==> config.mk <==
export PLATFORM = sky130hd
export DESIGN_NAME = dmc_controller
export DESIGN_NICKNAME = d
export VERILOG_FILES = /design/src/sv/dmc_pkg.sv /design/src/sv/dmc_controller.sv
export SDC_FILE = /design/constraint.sdc
export NUM_CORES = 1
export LEC_CHECK = 0
export BUFFER_PORTS_ARGS = -buffer_cell sky130_fd_sc_hd__buf_2
export CORE_AREA = 8 8 45 47
export CTS_BUF_LIST = sky130_fd_sc_hd__clkbuf_16
export DETAILED_ROUTE_END_ITERATION = 10
export DIE_AREA = 0 0 53 55
export GPL_TIMING_DRIVEN = 0
export HOLD_SLACK_MARGIN = 0.06
export PLACE_DENSITY = 0.55
export RECOVER_POWER = 25
export SLEW_MARGIN = 20
export SYNTH_ARGS = -nofsm -noshare
export SYNTH_HDL_FRONTEND = slang
export SYNTH_SLANG_ARGS = --single-unit
==> constraint.sdc <==
create_clock -name clock -period 3.3 [get_ports clock]
set_clock_uncertainty 0.2 [all_clocks]
set_input_delay 0.33 -clock clock [delete_from_list [all_inputs] [get_ports clock]]
set_output_delay 0.33 -clock clock [all_outputs]
set_load 0.005 [all_outputs]
==> src/sv/dmc_pkg.sv <==
`timescale 1ns / 1ps

package dmc_pkg;

   // Cache geometry.
   localparam int OFFSET_BITS = 4;
   localparam int INDEX_BITS  = 3;
   localparam int TAG_BITS    = 5;
   localparam int ADDR_BITS   = OFFSET_BITS + INDEX_BITS + TAG_BITS;
   localparam int LINE_BYTES  = 1 << OFFSET_BITS;
   localparam int NUM_LINES   = 1 << INDEX_BITS;
   localparam int RAM_BYTES   = 1 << ADDR_BITS;
   localparam int CACHE_BYTES = NUM_LINES * LINE_BYTES;

   // Field widths.
   localparam int DATA_BITS      = 8;
   localparam int CNT_BITS       = 24;
   localparam int COST_BITS      = 8;
   localparam int CSR_INDEX_BITS = 8;
   localparam int CSR_DATA_BITS  = 8;

   localparam logic [CNT_BITS-1:0]  CNT_MAX         = '1;
   localparam logic [COST_BITS-1:0] HIT_COST_RESET  = COST_BITS'(1);
   localparam logic [COST_BITS-1:0] MISS_COST_RESET = COST_BITS'(10);

   // Configuration register indexes.
   localparam logic [CSR_INDEX_BITS-1:0] REG_HIT_COST  = CSR_INDEX_BITS'(0);
   localparam logic [CSR_INDEX_BITS-1:0] REG_MISS_COST = CSR_INDEX_BITS'(1);

   // Request operation codes.
   localparam logic OP_PRELOAD = 1'b0;
   localparam logic OP_READ    = 1'b1;

   typedef struct packed {
      logic capture;
      logic preload;
      logic lookup;
      logic fill_start;
      logic fill_step;
      logic tag_write;
      logic line_read;
      logic result_load;
   } dmc_cmd_type;

   typedef struct packed {
      logic hit;
      logic fill_last;
      logic rsp_free;
   } dmc_status_type;

   typedef enum logic [5:0] {
      ST_IDLE     = 6'b000001,
      ST_LOOKUP   = 6'b000010,
      ST_FILL     = 6'b000100,
      ST_FILL_END = 6'b001000,
      ST_READ     = 6'b010000,
      ST_RESULT   = 6'b100000
   } dmc_state_type;

   // Saturating add of a cost or increment to a running total.
   function automatic logic [CNT_BITS-1:0] sat_add(input logic [CNT_BITS-1:0] total,
                                                   input logic [COST_BITS-1:0] inc);
      logic [CNT_BITS:0] sum;
      sum = {1'b0, total} + {{(CNT_BITS + 1 - COST_BITS){1'b0}}, inc};
      return sum[CNT_BITS] ? CNT_MAX : sum[CNT_BITS-1:0];
   endfunction

endpackage

==> src/sv/dmc_controller.sv <==
`timescale 1ns / 1ps

module dmc_controller (
   input  logic                    clock,
   input  logic                    reset,
   input  logic                    req_valid,
   input  logic                    req_op,
   output logic                    req_ready,
   input  dmc_pkg::dmc_status_type status,
   output dmc_pkg::dmc_cmd_type    cmd
);

   dmc_pkg::dmc_state_type state_ff;
   dmc_pkg::dmc_state_type state_in;

   always_ff @(posedge clock) begin
      if (reset) begin
         state_ff <= dmc_pkg::ST_IDLE;
      end else begin
         state_ff <= state_in;
      end
   end

   always_comb begin
      state_in  = state_ff;
      cmd       = '0;
      req_ready = 1'b0;
      unique case (state_ff)
         dmc_pkg::ST_IDLE: begin
            req_ready = 1'b1;
            if (req_valid) begin
               if (req_op == dmc_pkg::OP_READ) begin
                  cmd.capture = 1'b1;
                  state_in    = dmc_pkg::ST_LOOKUP;
               end else begin
                  // A preload writes the backing RAM in the transfer cycle itself.
                  cmd.preload = 1'b1;
               end
            end
         end
         dmc_pkg::ST_LOOKUP: begin
            cmd.lookup = 1'b1;
            if (status.hit) begin
               cmd.line_read = 1'b1;
               state_in      = dmc_pkg::ST_RESULT;
            end else begin
               cmd.fill_start = 1'b1;
               state_in       = dmc_pkg::ST_FILL;
            end
         end
         dmc_pkg::ST_FILL: begin
            cmd.fill_step = 1'b1;
            if (status.fill_last) begin
               state_in = dmc_pkg::ST_FILL_END;
            end
         end
         dmc_pkg::ST_FILL_END: begin
            // The last fetched byte lands in the line here.
            cmd.tag_write = 1'b1;
            state_in      = dmc_pkg::ST_READ;
         end
         dmc_pkg::ST_READ: begin
            cmd.line_read = 1'b1;
            state_in      = dmc_pkg::ST_RESULT;
         end
         dmc_pkg::ST_RESULT: begin
            if (status.rsp_free) begin
               cmd.result_load = 1'b1;
               state_in        = dmc_pkg::ST_IDLE;
            end
         end
         default: begin
            state_in = dmc_pkg::ST_IDLE;
         end
      endcase
   end

endmodule

==> impl_results.md, run 1 <==
- Status: complete, no violations
- Number of global-route vias before repair: approximately 470
- FF+latch count, synth: 6
- Area of the multi-input gates: approximately 280 sq um
- Max VDD drop: ~0.31 mV
- CTS tree: done
- Max stage delay on crit path: ~0.29 ns
- Dpl ws: roughly 1.2 ns
- Final setup vio count: 0
- Drt pass-1 iters: 2
- Share of the yosys chip area belonging to registers: 27.7%
- Filler Cell Count: roughly 150
- Post-Synthesis Cells: 54
- Setup TNS: 0 ns
- Cell total after placement: 85
- Detailed Place HPWL: a little under 900 microns
- Syn Nets: between 60 and 70
- Reg with most FFs: state_ff
- Post-Layout Cell Count: 88
- Length of routed met3 wiring: about 30 microns
- Input/output buffers: 15
- CTS H-tree lvls: 1
- Pwr Total: around 0.5 mW
- Met1 wire length: 481 microns
- Clock root cell: clkbuf_16
- Congestion Overflow GR: 0
- MaxCap Viol Count: 0
- Crit Path Category: reg -> out
- Critical path required time: approximately 2.8 ns
- Power Density: approximately 850 nW/um^2
- Die area: around 2900 sq um
- Fin crit share: between 60% and 70%
- Number of max-slew violations in the final report: 0
- Most common cell after layout, fill and taps aside: buf_2
- CP max FO: 8
- Setup Buffers After CTS: 0
- Num rows: 14
- Hold Crit Class: in -> reg
- Clock-pin slew on the worst setup and hold paths: about 0.030 ns
- RSZ-0062 raised after global routing: no
- Critical Path AT: roughly 1.7 ns
- Top Metal Used: met3
- Slew @ Worst Pin: approximately 0.39 ns
- Post-synthesis cell area: approximately 430 sq um
- Critical Path End Type: output port
- Core Area: around 1400 sq um
- Ports: 16
- Critical-path top delay cell: dfxtp_1
- Max_slew headroom: between 70 and 80%
- Initial antenna violation count: 0
- Post-Route WL: 1110 microns
- Via density per instance: between 5 and 6
- Via count: about 450
- Synthesis-to-layout area growth: 37.3%
- Warnings, synthesis: 0
- Most frequent cells in the layout: buf_2 (14), nand2_1 (6), dfxtp_1 (6), nor2_1 (5), inv_1 (4)
- Die Y: 55 microns
- Final hold violations: 0
- Total CTS buffers: 3
- Die X: 53 microns
- R2R Setup Slk: between 1 and 1.5 ns
- Crit-path cells: clkbuf_1 -> and2b_2 -> and3_2 -> buf_4 -> and3_1 -> buf_2
- Antenna Nets Post-Route: 0
- # hold bufs at CTS: 0
- Startpoint types: flip-flop
- Sink Count: 6
- CTS Buffer Depth: 2
- Share of cells above drive strength 1: roughly two fifths
- Mean area per synthesized cell: approximately 8.0 sq um
- Fmax: ~450 MHz
- Global-route wire length before repair: 1880 microns
- Worst path bufs/invs: 3
- Met2 wire len: around 600 microns
- WL/cell: between 10 and 15 microns
- Initial Utilization: between 30% and 40%
- Drt drc: 0
- Clk_lat worst skew: 0.23 ns
- Largest net degree at the start of global routing: 9
- Post-synth cell types: 31
- Top Family by Delay on Critical Path: simple AND/OR/NAND/NOR gates
- Top Registers: state_ff (6)
- Final WS setup: 1.08 ns
- Register Area: ~120 sq um
- Nets: between 80 and 90
- Placer congestion estimate: between 0.7 and 0.8
- Final min period: 2.22 ns
- Static Leak: between 0.2 and 0.3 nW
- PostCTS Resize Cnt: 0
- Number of inserted diodes: 0
- Starting DRC count in detailed routing: 1
- Largest register FFs: 6
- GRT Util Overall: just under 9%
[where the power goes]
part,switching [mW],internal (mW)
registers,0.0194,0.0904
logic,0.0940,0.107
clock network,0.0398,0.155
total,0.153,0.353
[area by class of cell]
| class | count | share of cell area (%) |
|---|---|---|
| multi-input combinational | 42 | 46.9 |
| sequential | 6 | 20.2 |
| clock buffer | 3 | 12.6 |
| timing repair buffer | 15 | 12.4 |
| tap | 16 | 3.37 |
| inverter | 4 | 2.53 |
| buffer | 2 | 1.89 |
[routing by layer]
layer  up-vias  GRT usage (%)
li1        229              -
met1       211           8.07
met2         8           16.2
met3         0           4.01
met4         0           5.17
met5         -              0
[synth_stat cells (all sizes together)]
library cell | count | share of area (%)
dfxtp | 6 | 28
nand2 | 6 | 5.2
nor2 | 5 | 4.3
and3 | 4 | 6.1
inv | 4 | 3.5
or2 | 3 | 4.3
or4 | 3 | 6.4
a21oi | 2 | 2.3
buf | 2 | 4.3
nor3b | 2 | 3.5
a221oi | 1 | 2.0
a31oi | 1 | 2.9
a41oi | 1 | 2.0
and2 | 1 | 2.0
and2b | 1 | 2.0
mux2i | 1 | 2.3
nand2b | 1 | 1.4
nand3 | 1 | 1.2
nand4 | 1 | 1.4
nor2b | 1 | 1.4
nor3 | 1 | 1.2
o211ai | 1 | 1.7
o311ai | 1 | 2.0
or2b | 1 | 2.0
or3 | 1 | 1.4
or4b | 1 | 3.2
xor2 | 1 | 2.0
[worst paths after layout]
path	depth (start not counted)	end	startpoint
setup / recovery	6	cmd[7]	state_ff[1]
hold / removal	2	state_ff[5]	reset
setup reg to reg	5	state_ff[4]	state_ff[1]
hold reg to reg	2	state_ff[0]	state_ff[5]
[logic make-up (layout without fill, tap and decap cells)]
family / after synthesis / after routing / share of synthesized area (%)
DFF: 6 / 6 / 27.7
and+or+nand+nor: 33 / 33 / 47.1
muxes: 1 / 1 / 2.31
AOI/OAI and AO/OA: 7 / 7 / 13.0
xor gates and xnor gates: 1 / 1 / 2.02
buffers and inverters: 6 / 24 / 7.80
[stage by stage]
stage / hold slack [ns] / cell area (sq um) / util [%]
2_1_floorplan: 0.199 / 433 / -
3_3_place_gp: 0.308 / 528 / 38.2
3_5_place_dp: 0.307 / 528 / 38.2
4_1_cts: 0.0715 / 603 / 43.6
5_1_grt: 0.0818 / 594 / 42.9
6_report: 0.0739 / 594 / 42.9
Note: power is estimated with default switching activity, not from simulation.
==> inputs of run 2 (changes only) <==
- PLACE_DENSITY: 0.55 -> 0.57
- clock period: 3.3 -> 2 ns (I/O delays scaled with it)
==> impl_results.md, run 2 (synthesis results as in run 1) <==
- Power Density: 1350 nW/um^2
- Post-Route WL: about 1200 microns
- Top Registers: state_ff (6)
- Clock root cell: clkbuf_16
- CTS Buffer Depth: 2
- Combinational Power Share: 43.2%
- Share of power burned in registers: roughly a fifth
- Number of max-slew violations in the final report: 0
- Number of inserted diodes: 0
- Via count: 452
- Core Area: between 1000 and 1500 sq um
- Number of global-route vias before repair: between 400 and 500
- Final min period: around 2.1 ns
- Slew @ Worst Pin: 0.394 ns
- Fin crit share: 103%
- Final hold violations: 0
- Status: finished with violations
- P_int: between 0.6 and 0.7 mW
- Filler Cell Count: 139
- Most frequent cells in the layout: buf_2 (15), nand2_1 (6), nor2_1 (5), inv_1 (4), dfxtp_2 (4)
- Ports: 16
- Congestion Overflow GR: 0
- Finished layout cell area: between 600 and 700 sq um
- Starting DRC count in detailed routing: 3
- Area after DPL: 531 sq um
- Hold Startpoint: status[2]
- Worst R2R Start: state_ff[5]
- Max VDD drop: between 0.7 and 0.8 mV
- Num rows: 14
- RSZ-0062 raised after global routing: yes
- Critical Path End Type: flip-flop
- WL/cell: 13.4 microns
- CTS H-tree lvls: 1
- Dpl ws: -0.0744 ns
- MaxCap Viol Count: 0
- Sink Count: 6
- Global-route wire length before repair: roughly 1900 microns
- Synthesis-to-layout area growth: 52.3%
- CP Launch Point: state_ff[5]
- Static Leak: between 0.3 and 0.4 nW
- Drt drc: 0
- GRT Util Overall: under 10%
- Nets: between 80 and 90
- Most common cell after layout, fill and taps aside: buf_2
- Initial antenna violation count: 0
- Reg with most FFs: state_ff
- Placer congestion estimate: roughly 0.7
- CP max FO: 4
- Fmax: around 490 MHz
- Input/output buffers: 15
- Share of cells above drive strength 1: a little over half
- Final setup vio count: 3
- Clock power frac: around 36%
- Largest register FFs: 6
- NetSw: about 0.27 mW
- Clk_lat worst skew: 0.23 ns
- Sw frac: 30.3%
- Max_slew headroom: between 70 and 80%
- Largest net degree at the start of global routing: 9
- Critical path required time: approximately 1.9 ns
- Critical Path AT: ~2.0 ns
- Die Y: around 55 microns
- Final WS setup: -0.0571 ns
- Antenna Nets Post-Route: 0
- Total CTS buffers: 3
- Failing checks: setup timing
- Drt pass-1 iters: 4
- Clock-pin slew on the worst setup and hold paths: approximately 0.030 ns
- Startpoint types: flip-flop
- Initial Utilization: roughly 31%
- Via density per instance: slightly below 5
- CTS tree: done
- Die area: just under 3000 sq um
- Hold Crit Class: in -> reg
- Detailed Place HPWL: between 800 and 900 microns
- Die X: approximately 53 microns
- Crit Path Category: reg -> reg
==> run 2: changes by cell type in the layout (fill, tap and decap cells not counted), moves of 2 or more <==
cell and change:
clkbuf_1 -2, buf_4 +2, dfxtp_1 -5, dlygate4sd3_1 +2
dfxtp_2 +4
==> run 2: timing repair <==
| item | CTS | global route |
|---|---|---|
| hold endpoints to repair | 2 | 0 |
| pin swaps | 1 | 1 |
| gates resized for setup | 3 | 5 |
| hold buffers | 2 | 0 |
| setup endpoints to repair | 4 | 7 |
| setup buffers | 1 | 1 |
==> run 2: final timing paths <==
path / slack (ns) / cells past startpoint / to
worst max register to register: -0.06 / 4 / state_ff[4]
worst max-delay path: -0.06 / 4 / state_ff[4]
worst min-delay path: 0.10 / 3 / state_ff[2]
worst min register to register: 0.32 / 2 / state_ff[0]
==> run 2: cell type report <==
class	count	area (sq um)	share of cell area [%]
Tap cell	16	20.0	3.04
Timing Repair Buffer	19	110	16.7
Multi-Input combinational cell	42	292	44.2
Clock buffer	3	75.1	11.4
Sequential cell	6	129	19.5
Buffer	2	18.8	2.85
Inverter	4	15.0	2.28
==> run 2: stage by stage <==
step	total power, mW	hold slack [ns]	setup TNS [ns]	util (%)	cells
5_1_grt	0.943	0.122	-0.193	47.6	92
4_1_cts	0.885	0.112	-0.0262	46.1	91
3_5_place_dp	0.533	0.194	-0.210	38.3	85
6_report	0.888	0.101	-0.113	47.6	92
2_1_floorplan	0.442	0.0691	0	-	54
3_3_place_gp	0.531	0.188	-0.191	38.3	85
==> run 2: layer usage <==
layer / part of all wire, % / wire, microns / up-vias / global-route usage, %
met3: 4.2 / 52 / 0 / 4.55
li1: - / - / 240 / -
met4: 0 / 0 / 0 / 1.72
met1: 40 / 492 / 198 / 8.23
met5: 0 / 0 / - / 0
met2: 56 / 691 / 14 / 15.8
==> run 2: power groups by stage <==
stage,Combinational (mW),Clock [mW],Sequential [mW]
after floorplan,0.269,0,0.173
after global placement,0.347,0,0.184
after detailed placement,0.350,0,0.184
after CTS,0.382,0.325,0.178
after global routing,0.421,0.333,0.189
final,0.384,0.319,0.185
==> run 2: critical path, cell delays in order (launching register included) <==
cell	delay, ns
dfxtp_2	0.33
or4_4	0.57
or4b_4	0.52
and2_4	0.17
and3_4	0.16
==> inputs of run 3 (changes only) <==
- SETUP_SLACK_MARGIN: unset -> 0.5
==> impl_results.md, run 3 (synthesis results as in run 1) <==
- Status: finished with violations
- Power Density: about 1400 nW/um^2
- Final min period: between 2 and 2.5 ns
- Largest net degree at the start of global routing: 9
- Met1 wire length: roughly 620 microns
- R2R Setup Slk: -0.03 ns
- Num rows: 14
- Global-route wire length before repair: approximately 2000 microns
- Max VDD drop: about 0.93 mV
- Placer congestion estimate: ~0.69
- Final hold violations: 0
- Die Y: roughly 55 microns
- Number of global-route vias before repair: 444
- Congestion Overflow GR: 0
- WL/cell: ~13 microns
- Reg with most FFs: state_ff
- Finished layout cell area: ~840 sq um
- Initial antenna violation count: 0
- Startpoint types: flip-flop
- Final setup vio count: 2
- Most frequent cells in the layout: buf_4 (12), buf_2 (9), buf_6 (8), nand2_1 (5), inv_2 (4)
- Setup TNS: -0.0289 ns
- CTS H-tree lvls: 1
- Nets: around 100
- CTS Buffer Depth: 2
- Fin Hold WS: approximately 0.10 ns
- Hold EP: state_ff[2]
- Critical Path End Type: flip-flop
- Die area: 2920 sq um
- Via density per instance: about 5
- R2r worst-path depth: 4
- Critical Path AT: around 1.9 ns
- Sink Count: 6
- Share of cells above drive strength 1: between 70% and 80%
- Slew @ Worst Pin: between 0.2 and 0.3 ns
- Drt drc: 0
- Antenna Nets Post-Route: 0
- Fin crit share: 101%
- Via count: around 510
- Clk_lat worst skew: between 0.2 and 0.25 ns
- Number of max-slew violations in the final report: 0
- Worst R2R Start: state_ff[0]
- Fmax: about 490 MHz
- Top Metal Used: met4
- Die X: 53 microns
- Hold Crit Class: in -> reg
- Core Util, Final: around three fifths
- MaxCap Viol Count: 0
- CP max FO: 3
- Initial Utilization: around 31%
- Number of inserted diodes: 0
- GRT Util Overall: under 10%
- Most common cell after layout, fill and taps aside: buf_4
- Synthesis-to-layout area growth: 95.1%
- Pwr Total: around 1.2 mW
- Met2 wire len: about 620 microns
- RSZ-0062 raised after global routing: yes
- Largest register FFs: 6
- Post-Route WL: about 1300 microns
- Clock root cell: clkbuf_16
- Total CTS buffers: 3
- Starting DRC count in detailed routing: 7
- Length of routed met3 wiring: between 50 and 60 microns
- Static Leak: a little under 0.4 nW
- Ports: 16
- Area after DPL: 544 sq um
- Hold Startpoint: status[2]
- Worst hold stages: 3
- Input/output buffers: 15
- Clock-pin slew on the worst setup and hold paths: ~0.040 ns
- CTS tree: done
- Max_slew headroom: 80.6%
- Top Registers: state_ff (6)
- Core Area: around 1400 sq um
- Crit Path Category: reg -> reg
- Capture point of the worst reg-to-reg path: state_ff[4]
- Detailed Place HPWL: between 800 and 900 microns
- Drt pass-1 iters: 4
- Final WS setup: -0.0262 ns
- Failing checks: setup timing
- Critical path required time: about 1.9 ns
-- run 3: changes by cell type in the layout (fill, tap and decap cells not counted), sizes merged --
cell / previous run / this run
buf: 19 / 29
clkbuf: 3 / 5
dlygate4sd3: 2 / 3
-- run 3: layout make-up --
class                           instances  area (sq um)
Buffer                                  2          22.5
Clock buffer                            3          75.1
Inverter                                4          15.0
Fill cell                             117           539
Timing Repair Buffer                   32           245
Sequential cell                         6           131
Tap cell                               16          20.0
Multi-Input combinational cell         42           335
-- run 3: critical path, cell delays in order, from the launching register on --
cell	delay, ns
dfxtp_4	0.33
or4_4	0.55
or4b_4	0.51
and2_4	0.17
and3_1	0.15
-- run 3: per-layer routing --
metal / up-vias / GRT usage (%)
li1: 266 / -
met1: 232 / 11.1
met2: 12 / 13.5
met3: 4 / 3.48
met4: 0 / 7.76
met5: - / 0
-- run 3: where the power goes --
part | switching, mW | internal, mW | leakage [nW]
clock | 0.0732 | 0.257 | 0.0370
sequential | 0.0304 | 0.160 | 0.0512
combinational | 0.246 | 0.446 | 0.306
-- run 3: how the worst max path moves through the flow --
stage | from | endpoint | slack (ns) | depth (start not counted)
floorplan | state_ff[0] | state_ff[4] | 0.01 | 4
global placement | state_ff[0] | state_ff[4] | -0.05 | 4
detailed placement | state_ff[4] | state_ff[4] | -0.06 | 4
CTS | state_ff[0] | state_ff[4] | -0.02 | 4
global route | state_ff[0] | state_ff[4] | -0.05 | 4
finish | state_ff[0] | state_ff[4] | -0.03 | 4
-- run 3: timing repair --
action                     4_1_cts  5_1_grt
hold endpoints to repair         2        1
hold buffers                     2        1
pin swaps                        3        5
setup endpoints to repair       15       15
gates resized for setup         15       13
cloned                           0        0
buffers inserted                 3       11
-- run 3: per-stage QoR --
step,setup WS [ns],cells
after CTS,-0.0228,93
after detailed placement,-0.0631,85
after floorplan,0.0120,54
after global routing,-0.0505,105
after global placement,-0.0467,85
final,-0.0262,105
